[src/hw/rtl/gps_pkg.sv]
`default_nettype none

package gps_pkg;

    // Coordinate math width: holds any map column or row plus the largest distance
    localparam int CRD_W      = 13;
    // Word-column index within a bitmap row (column >> 6)
    localparam int WCOL_W     = 7;
    // Bit position within a 64-bit bitmap word
    localparam int BIT_W      = 6;
    localparam int WORD_W     = 64;
    // Clamped suppression distance
    localparam int DIST_W     = 6;
    // Frame tag stored with each bitmap word
    localparam int EPOCH_W    = 8;

    // Configuration port
    localparam int CFG_IDX_W  = 2;
    localparam int CFG_DATA_W = 16;

    localparam logic [CFG_IDX_W-1:0] CFG_PROB_THRESHOLD = 2'd0;
    localparam logic [CFG_IDX_W-1:0] CFG_MIN_DISTANCE   = 2'd1;
    localparam logic [CFG_IDX_W-1:0] CFG_SEED_LIMIT     = 2'd2;

    localparam logic [15:0] THR_RST  = 16'd32768;
    localparam logic [4:0]  DIST_RST = 5'd8;
    localparam logic [10:0] LIM_RST  = 11'd64;

    // Input op codes
    localparam logic OP_FRAME = 1'b0;
    localparam logic OP_PIXEL = 1'b1;

    typedef struct packed {
        logic        op;
        logic [9:0]  pix_x;
        logic [8:0]  pix_y;
        logic [15:0] prob;
    } t_cand;

    typedef struct packed {
        logic [9:0] seed_x;
        logic [8:0] seed_y;
        logic [9:0] seed_index;
    } t_seed;

    // Sequencer to bitmap controls
    typedef struct packed {
        logic rd_en;
        logic wr_en;
        logic new_frame;
    } t_bm_ctl;

endpackage

`default_nettype wire

[src/hw/rtl/gps_window.sv]
`default_nettype none

// Suppression square around a seed, clipped to the map
module gps_window #(
    parameter int MAP_WIDTH  = 800,
    parameter int MAP_HEIGHT = 320
) (
    input  wire logic [gps_pkg::CRD_W-1:0]  i_x,
    input  wire logic [gps_pkg::CRD_W-1:0]  i_y,
    input  wire logic [gps_pkg::DIST_W-1:0] i_d,
    output logic      [gps_pkg::CRD_W-1:0]  o_x0,
    output logic      [gps_pkg::CRD_W-1:0]  o_x1,
    output logic      [gps_pkg::CRD_W-1:0]  o_y0,
    output logic      [gps_pkg::CRD_W-1:0]  o_y1
);
    localparam logic [gps_pkg::CRD_W-1:0] XMAX = gps_pkg::CRD_W'(MAP_WIDTH - 1);
    localparam logic [gps_pkg::CRD_W-1:0] YMAX = gps_pkg::CRD_W'(MAP_HEIGHT - 1);

    logic [gps_pkg::CRD_W-1:0] d_ext;
    logic [gps_pkg::CRD_W-1:0] x_hi;
    logic [gps_pkg::CRD_W-1:0] y_hi;

    assign d_ext = gps_pkg::CRD_W'(i_d);
    assign x_hi  = i_x + d_ext;
    assign y_hi  = i_y + d_ext;

    // low edges saturate at zero, high edges at the last column/row
    assign o_x0 = (i_x > d_ext) ? (i_x - d_ext) : '0;
    assign o_y0 = (i_y > d_ext) ? (i_y - d_ext) : '0;
    assign o_x1 = (x_hi > XMAX) ? XMAX : x_hi;
    assign o_y1 = (y_hi > YMAX) ? YMAX : y_hi;

endmodule

`default_nettype wire

[config.mk]
export PLATFORM = sky130hd
export DESIGN_NAME = gps_window
export DESIGN_NICKNAME = d
export VERILOG_FILES = /design/src/hw/rtl/gps_pkg.sv /design/src/hw/rtl/gps_window.sv
export SDC_FILE = /design/constraint.sdc
export NUM_CORES = 1
export LEC_CHECK = 0
export BUFFER_PORTS_ARGS = -buffer_cell sky130_fd_sc_hd__buf_2
export CAP_MARGIN = 25
export CORE_UTILIZATION = 30
export DETAILED_ROUTE_END_ITERATION = 12
export SETUP_SLACK_MARGIN = 0.5
export SYNTH_ARGS = -nofsm -noshare
export SYNTH_HDL_FRONTEND = slang
export SYNTH_SLANG_ARGS = --single-unit
[constraint.sdc]
create_clock -name vclk -period 3
set_clock_uncertainty 0.2 [all_clocks]
set_input_delay 0.45 -clock vclk [all_inputs]
set_output_delay 0.45 -clock vclk [all_outputs]
set_load 0.1 [all_outputs]
==> impl_results.md, run 1 <==
* CP max-delay cell: a2111oi_0
* Share of cells above drive strength 1 at 68.88%
* Crit-path cells: buf_2, inv_1, ha_1, nor4b_1, a2111oi_0, nand2_1, o311ai_4, buf_12, nand3_4, buf_12
* FMAX at 298.1 MHz
* # diodes at 0
* Pleak at 2.101 nW
* Initial antenna violation count at 0
* Unique masters post-synth at 55
* Hold_buf cts at 0
* Crit path largest cell delay at roughly 0.62 ns
* Iteration-0 DRC Markers at between 150 and 200
* DR vias at between 2k and 3k
* Crit path from: i_d[3]
* Syn Area/Cell at around 6.9 sq um
* Clock buffer count at 0
* Relative slew slack at 54.89%
* Hold WS at 1.135 ns
* Setup TNS at -6.961 ns
* Die W at 83.61 microns
* Commonest non-fill, non-tap cell in the layout: buf_4
* Routed WL at 8832 microns
* Setup CP Type: in -> out
* Crit end category: output port
* GRT Overall Usage at between 20% and 30%
* Detailed Place HPWL at 6177 microns
* Seq Cell Count at 0
* Max-cap violations at 0
* Worst-margin pin slew at roughly 0.66 ns
* Pwr per Cell Area at 312.8 mW/mm^2
* Final period util at 111.8%
* Final count of pins violating max slew at 0
* Worst path most repeated cell: buf_12
* Stages on worst setup path at 10
* Global-route wire length before repair at ~13000 microns
* Arrival time worst endpoint at 2.71 ns
* Core Rows at 29
* DIE HEIGHT at 83.61 microns
* Storage element area at 0 sq um
* Critical path destination: o_x1[2]
* RePlAce Congestion at between 0.8 and 0.9
* Global route overflow at 0
* CP max FO at 5
* Area grow syn2layout at 148.4%
* Die area at between 0.006 and 0.007 sq mm
* Failing checks: setup timing
* Peak VDD IR at 289.8 uV
* Total power at 0.001552 W
* Req. time, crit path at 2.35 ns
* Commonest cells after routing, fill and taps aside: buf_4, buf_12, buf_2, nor2_1, xnor2_1
* Final Util at 77.72%
* Cell count after placement at 520
* Synthesized cell area at 0.001998 sq mm
* IO Pins at 84
* RSZ-0062 raised after global routing: yes
* Seq/Total Area, Yosys at 0%
* Fin crit period at 3.355 ns
* Vias in the first global route at 2828
* Final Hold Fails at 0
* Final setup viols at 42
* Status: finished with violations
* Nets at roughly 530
* WL/cell at 16.27 microns
* Drt pass-1 iters at 5
* Fillcell total at 373
* Number of I/O port buffers at 77
* Critical path buffer and inverter count at 4
* Core Footprint at between 0.006 and 0.007 sq mm
* Tightest Hold Check Type: in -> out
* Worst setup margin at -0.3551 ns
* Initial core utilization at 31.29%
* Antenna Nets Post-Route at 0
* Filler-free cell count of the finished design at 543
* Largest net degree at the start of global routing at 12
* DRC errors left at 0
* Setup crit start kind: input pin
* DR vias/cell at 5.379
* Synth Instances at 291
* Warnings from Yosys at 0
* Delay-heaviest family, CP: compound AO/OA/AOI/OAI gates
## stage by stage
stage | instance area [sq um] | worst slack [ns]
2_1_floorplan | 2560 | -0.6234
3_3_place_gp | 4151 | -0.3330
3_5_place_dp | 4151 | -0.3887
4_1_cts | 4618 | -0.2523
5_1_grt | 4964 | -0.5304
6_report | 4964 | -0.3551
## routing by layer
metal | track usage [%] | vias to the layer above | share of wire, %
li1 | - | 1365 | -
met1 | 26.47 | 1414 | 39
met2 | 43.24 | 124 | 55
met3 | 1.682 | 18 | 4.8
met4 | 2.465 | 0 | 1.7
met5 | 0 | - | 0
## cell families (layout without fill, tap and decap cells)
| group | Yosys count | count (layout) | synth area share [%] |
|---|---|---|---|
| other cells | 1 | 7 | 0.1877 |
| xor+xnor | 26 | 26 | 11.40 |
| fa+ha+maj | 28 | 28 | 19.04 |
| simple gates | 133 | 133 | 34.69 |
| compound gates | 57 | 57 | 22.29 |
| mux | 4 | 4 | 2.066 |
| buf+inv | 42 | 211 | 10.33 |
## layout make-up
type | count | area, sq um | area share (%)
multi-input combinational | 255 | 2726 | 54.93
timing repair buffer | 190 | 2053 | 41.37
tap | 77 | 96.34 | 1.941
inverter | 21 | 87.58 | 1.765
## worst min-delay path by stage
stage / from / endpoint / slack, ns / cells past startpoint
after CTS: i_x[12] / o_x0[12] / 1.15 / 4
final: i_y[12] / o_y0[12] / 1.13 / 3
after global routing: i_x[12] / o_x0[12] / 1.17 / 4
after global placement: i_y[12] / o_y0[12] / 1.13 / 3
after floorplan: i_y[12] / o_y0[12] / 0.93 / 1
after detailed placement: i_y[12] / o_y0[12] / 1.14 / 3
## power breakdown
| part | total, W | internal [W] | switching [W] | leakage (nW) |
|---|---|---|---|---|
| combinational | 0.00155 | 0.000639 | 0.000914 | 2.10 |
| sequential | 0 | 0 | 0 | 0 |
| clock | 0 | 0 | 0 | 0 |
## worst min-delay path, stage by stage
cell and delay [ns]:
buf_2 0.17, o31ai_4 0.10, buf_12 0.16
## synth_stat cells (7+ instances only)
library cell	instances	area [sq um]
xnor2_1	21	183.9
o21ai_0	9	45.04
ha_1	24	300.3
clkbuf_1	7	26.28
buf_4	8	60.06
inv_1	21	78.83
nand2_1	13	48.80
nor3_1	14	70.07
nand4_1	9	56.30
nor2b_1	10	62.56
a21oi_1	10	50.05
nand2b_1	8	50.05
nand3_1	7	35.03
nor2_1	42	157.7
## timing repair
item,4_1_cts,5_1_grt
resized for setup,84,59
endpoints found under the hold margin,0,0
cloned,0,0
pin swaps,41,29
setup endpoints to repair,45,45
setup buffers,12,11
Power figures use the tool's default switching activity.
==> run 2, diff against run 1 <==
--- a/config.mk
+++ b/config.mk
@@ -7,9 +7,11 @@
 export LEC_CHECK = 0
 export BUFFER_PORTS_ARGS = -buffer_cell sky130_fd_sc_hd__buf_2
 export CAP_MARGIN = 25
-export CORE_UTILIZATION = 30
+export CORE_UTILIZATION = 46
 export DETAILED_ROUTE_END_ITERATION = 12
+export PLACE_DENSITY = 0.8
 export SETUP_SLACK_MARGIN = 0.5
+export SLEW_MARGIN = 15
 export SYNTH_ARGS = -nofsm -noshare
 export SYNTH_HDL_FRONTEND = slang
 export SYNTH_SLANG_ARGS = --single-unit
==> run 2 against run 1 <==
Net effect:
- the run now fails in detailed placement (3_5_place_dp)
- synthesized cell count did not move
- area after synthesis did not move
==> impl_results.md, run 2 <==
* Largest family of logic cells by synthesized area: simple AND/OR/NAND/NOR gates (unchanged)
* Compound-gate portion of the synthesized area at 22.29% (unchanged)
* IO Pins at 84 (unchanged)
* Syn Area/Cell at 6.867 sq um (unchanged)
* Simple-gate share of the synthesized area at 34.69% (unchanged)
* Top post-synthesis cells by count: nor2_1, ha_1, inv_1, xnor2_1, nor3_1 (unchanged)
* Top cells by area, synth: ha_1, xnor2_1, nor2_1 (unchanged)
* Status: aborted with a tool error (was finished with violations)
* Share of the synthesized area in the top cell type at 15.03% (unchanged)
* Seq/Total Area, Yosys at 0% (unchanged)
* Cell taking the most area after synthesis: ha_1 (unchanged)
* Unique masters post-synth at 55 (unchanged)
* Halt Stage: detailed placement (3_5_place_dp)
* Warnings from Yosys at 0 (unchanged)
* Most common cell in the netlist: nor2_1 (unchanged)
* RePlAce Congestion at 0.9147 (was 0.8709)
* Synthesized cell area at 0.001998 sq mm (unchanged)
* Run Error: [ERROR DPL-0038] Utilization greater than 100%, impossible to legalize
* Adder-cell area share of the yosys netlist at 19.04% (unchanged)
* Number of I/O port buffers at 77 (unchanged)
* Xor and xnor area share after synthesis at 11.40% (unchanged)
* Core Rows at 23 (was 29)
* Die W at 67.91 microns (was 83.61 microns)
* Post-synthesis mux area share at 2.066% (unchanged)
* Synth Instances at 291 (unchanged)
* Initial core utilization at 48.90% (was 31.29%)
* DIE HEIGHT at 67.91 microns (was 83.61 microns)
run 2: cell families after synthesis:
kind of cell               after synthesis
adders and majority gates               28
xor gates and xnor gates                26
other                                    1
AOI/OAI and AO/OA                       57
and+or+nand+nor                        133
buffers and inverters                   42
muxes                                    4
run 2: metrics by stage:
stage | hold slack, ns | setup TNS, ns | area [sq um]
3_3_place_gp | 1.119 | -7.061 | 4143
2_1_floorplan | 0.9286 | -11.00 | 2560
==> run 3, diff against run 2 <==
--- a/config.mk
+++ b/config.mk
@@ -7,10 +7,9 @@
 export LEC_CHECK = 0
 export BUFFER_PORTS_ARGS = -buffer_cell sky130_fd_sc_hd__buf_2
 export CAP_MARGIN = 25
-export CORE_UTILIZATION = 46
+export CORE_UTILIZATION = 35
 export DETAILED_ROUTE_END_ITERATION = 12
-export PLACE_DENSITY = 0.8
-export SETUP_SLACK_MARGIN = 0.5
+export PLACE_DENSITY_LB_ADDON = 0.15
 export SLEW_MARGIN = 15
 export SYNTH_ARGS = -nofsm -noshare
 export SYNTH_HDL_FRONTEND = slang
==> constraint.sdc (replaced) <==
create_clock -name vclk -period 3.9
set_clock_uncertainty 0.2 [all_clocks]
set_input_delay 0.585 -clock vclk [all_inputs]
set_output_delay 0.585 -clock vclk [all_outputs]
set_load 0.1 [all_outputs]
==> run 3 against run 2 <==
Net effect:
- the run now ends clean
==> impl_results.md, run 3 (same netlist as run 1, synthesis figures left out) <==
* Status: finished, final reports clean (was aborted with a tool error)
* Clock buffer count at 0
* Req. time, crit path at approximately 3.1 ns
* Arrival time worst endpoint at 2.98 ns
* Vias in the first global route at 2042
* Filler-free cell count of the finished design at 442
* Final setup viols at 0
* CP max-delay cell: fa_2
* DIE HEIGHT at 77.56 microns (was 67.91 microns)
* Initial antenna violation count at 0
* IO Pins at 84 (unchanged)
* Share of cells above drive strength 1 at 35.68%
* Total power at between 0.0008 and 0.0009 W
* Post-CTS setup buffer count at 0
* WL/cell at about 13 microns
* Detailed Place HPWL at about 5000 microns
* Iteration-0 DRC Markers at 96
* Final period util at 96.62%
* Largest net degree at the start of global routing at 13
* Die area at 0.006016 sq mm
* Area grow syn2layout at 54.66%
* Drt pass-1 iters at 4
* Setup crit start kind: input pin
* Peak VDD IR at 216.5 uV
* Hold WS at 1.400 ns
* FMAX at 265.4 MHz
* Pwr per Cell Area at 269.6 mW/mm^2
* Number of I/O port buffers at 77 (unchanged)
* Pleak at around 1.4 nW
* Final count of pins violating max slew at 0
* CP max FO at 4
* Commonest cells after routing, fill and taps aside: buf_2, nor2_1, buf_12, ha_1
* Routed WL at 5644 microns
* Storage element area at 0 sq um
* Core Footprint at 0.005507 sq mm
* RePlAce Congestion at 0.8280 (was 0.9147)
* Nets at 432
* Core Rows at 27 (was 23)
* Commonest non-fill, non-tap cell in the layout: buf_2
* Tightest Hold Check Type: in -> out
* Crit end category: output port
* Crit-path cells: buf_2, ha_1, fa_2, nor2b_1, o221a_2, o311a_4, xnor2_1, o21ai_0, nor4_4, buf_12
* Final Hold Fails at 0
* GRT Overall Usage at 18.00%
* RSZ-0062 raised after global routing: no
* Dpl ws at 0.08264 ns
* Worst setup margin at 0.1320 ns
* Initial core utilization at 36.29% (was 48.90%)
* DRC errors left at 0
* DR vias at 2297
* Seq Cell Count at 0
* Cell count after placement at 442
* Critical path buffer and inverter count at 2
* Final Util at 56.12%
* Setup CP Type: in -> out
* Delay-heaviest family, CP: compound AO/OA/AOI/OAI gates
* Fin crit period at approximately 3.8 ns
* Global route overflow at 0
* Crit path largest cell delay at 0.35 ns
* Global-route wire length before repair at 9218 microns
* Antenna Nets Post-Route at 0
* Max-cap violations at 0
* DR vias/cell at 5.197
* # diodes at 0
* Die W at 77.56 microns (was 67.91 microns)
run 3: per-stage QoR:
step           instance area [sq um]  TNS [ns]
2_1_floorplan                   2166   -0.9432
3_3_place_gp                    3077         0
3_5_place_dp                    3077         0
4_1_cts                         3077         0
5_1_grt                         3090         0
6_report                        3090         0
run 3: power by group:
part / switching [W] / leakage [nW] / internal [W] / total [W]
Combinational: 0.000576 / 1.35 / 0.000257 / 0.000833
Sequential: 0 / 0 / 0 / 0
Clock: 0 / 0 / 0 / 0
Total: 0.000576 / 1.35 / 0.000257 / 0.000833
run 3: routing by layer:
layer	GRT usage [%]	vias up	share of wire, %
met4	0.5660	0	0.25
li1	-	1185	-
met5	0	-	0
met2	33.27	63	50
met3	1.412	2	4.3
met1	23.70	1047	45
run 3: worst paths after layout:
check | from | endpoint | depth (start not counted)
min | i_y[12] | o_y0[12] | 3
max | i_d[0] | o_y1[6] | 10
run 3: what timing repair did:
item                                   CTS  global route
hold buffers                             0             0
setup endpoints to repair                0             2
resized for setup                        0             3
endpoints found under the hold margin    0             0
run 3: layout make-up:
type	instances	area, sq um
repair buffers	94	950.9
inverters	21	78.83
fillers	530	2416
multi-input cells	255	1971
well taps	72	90.09
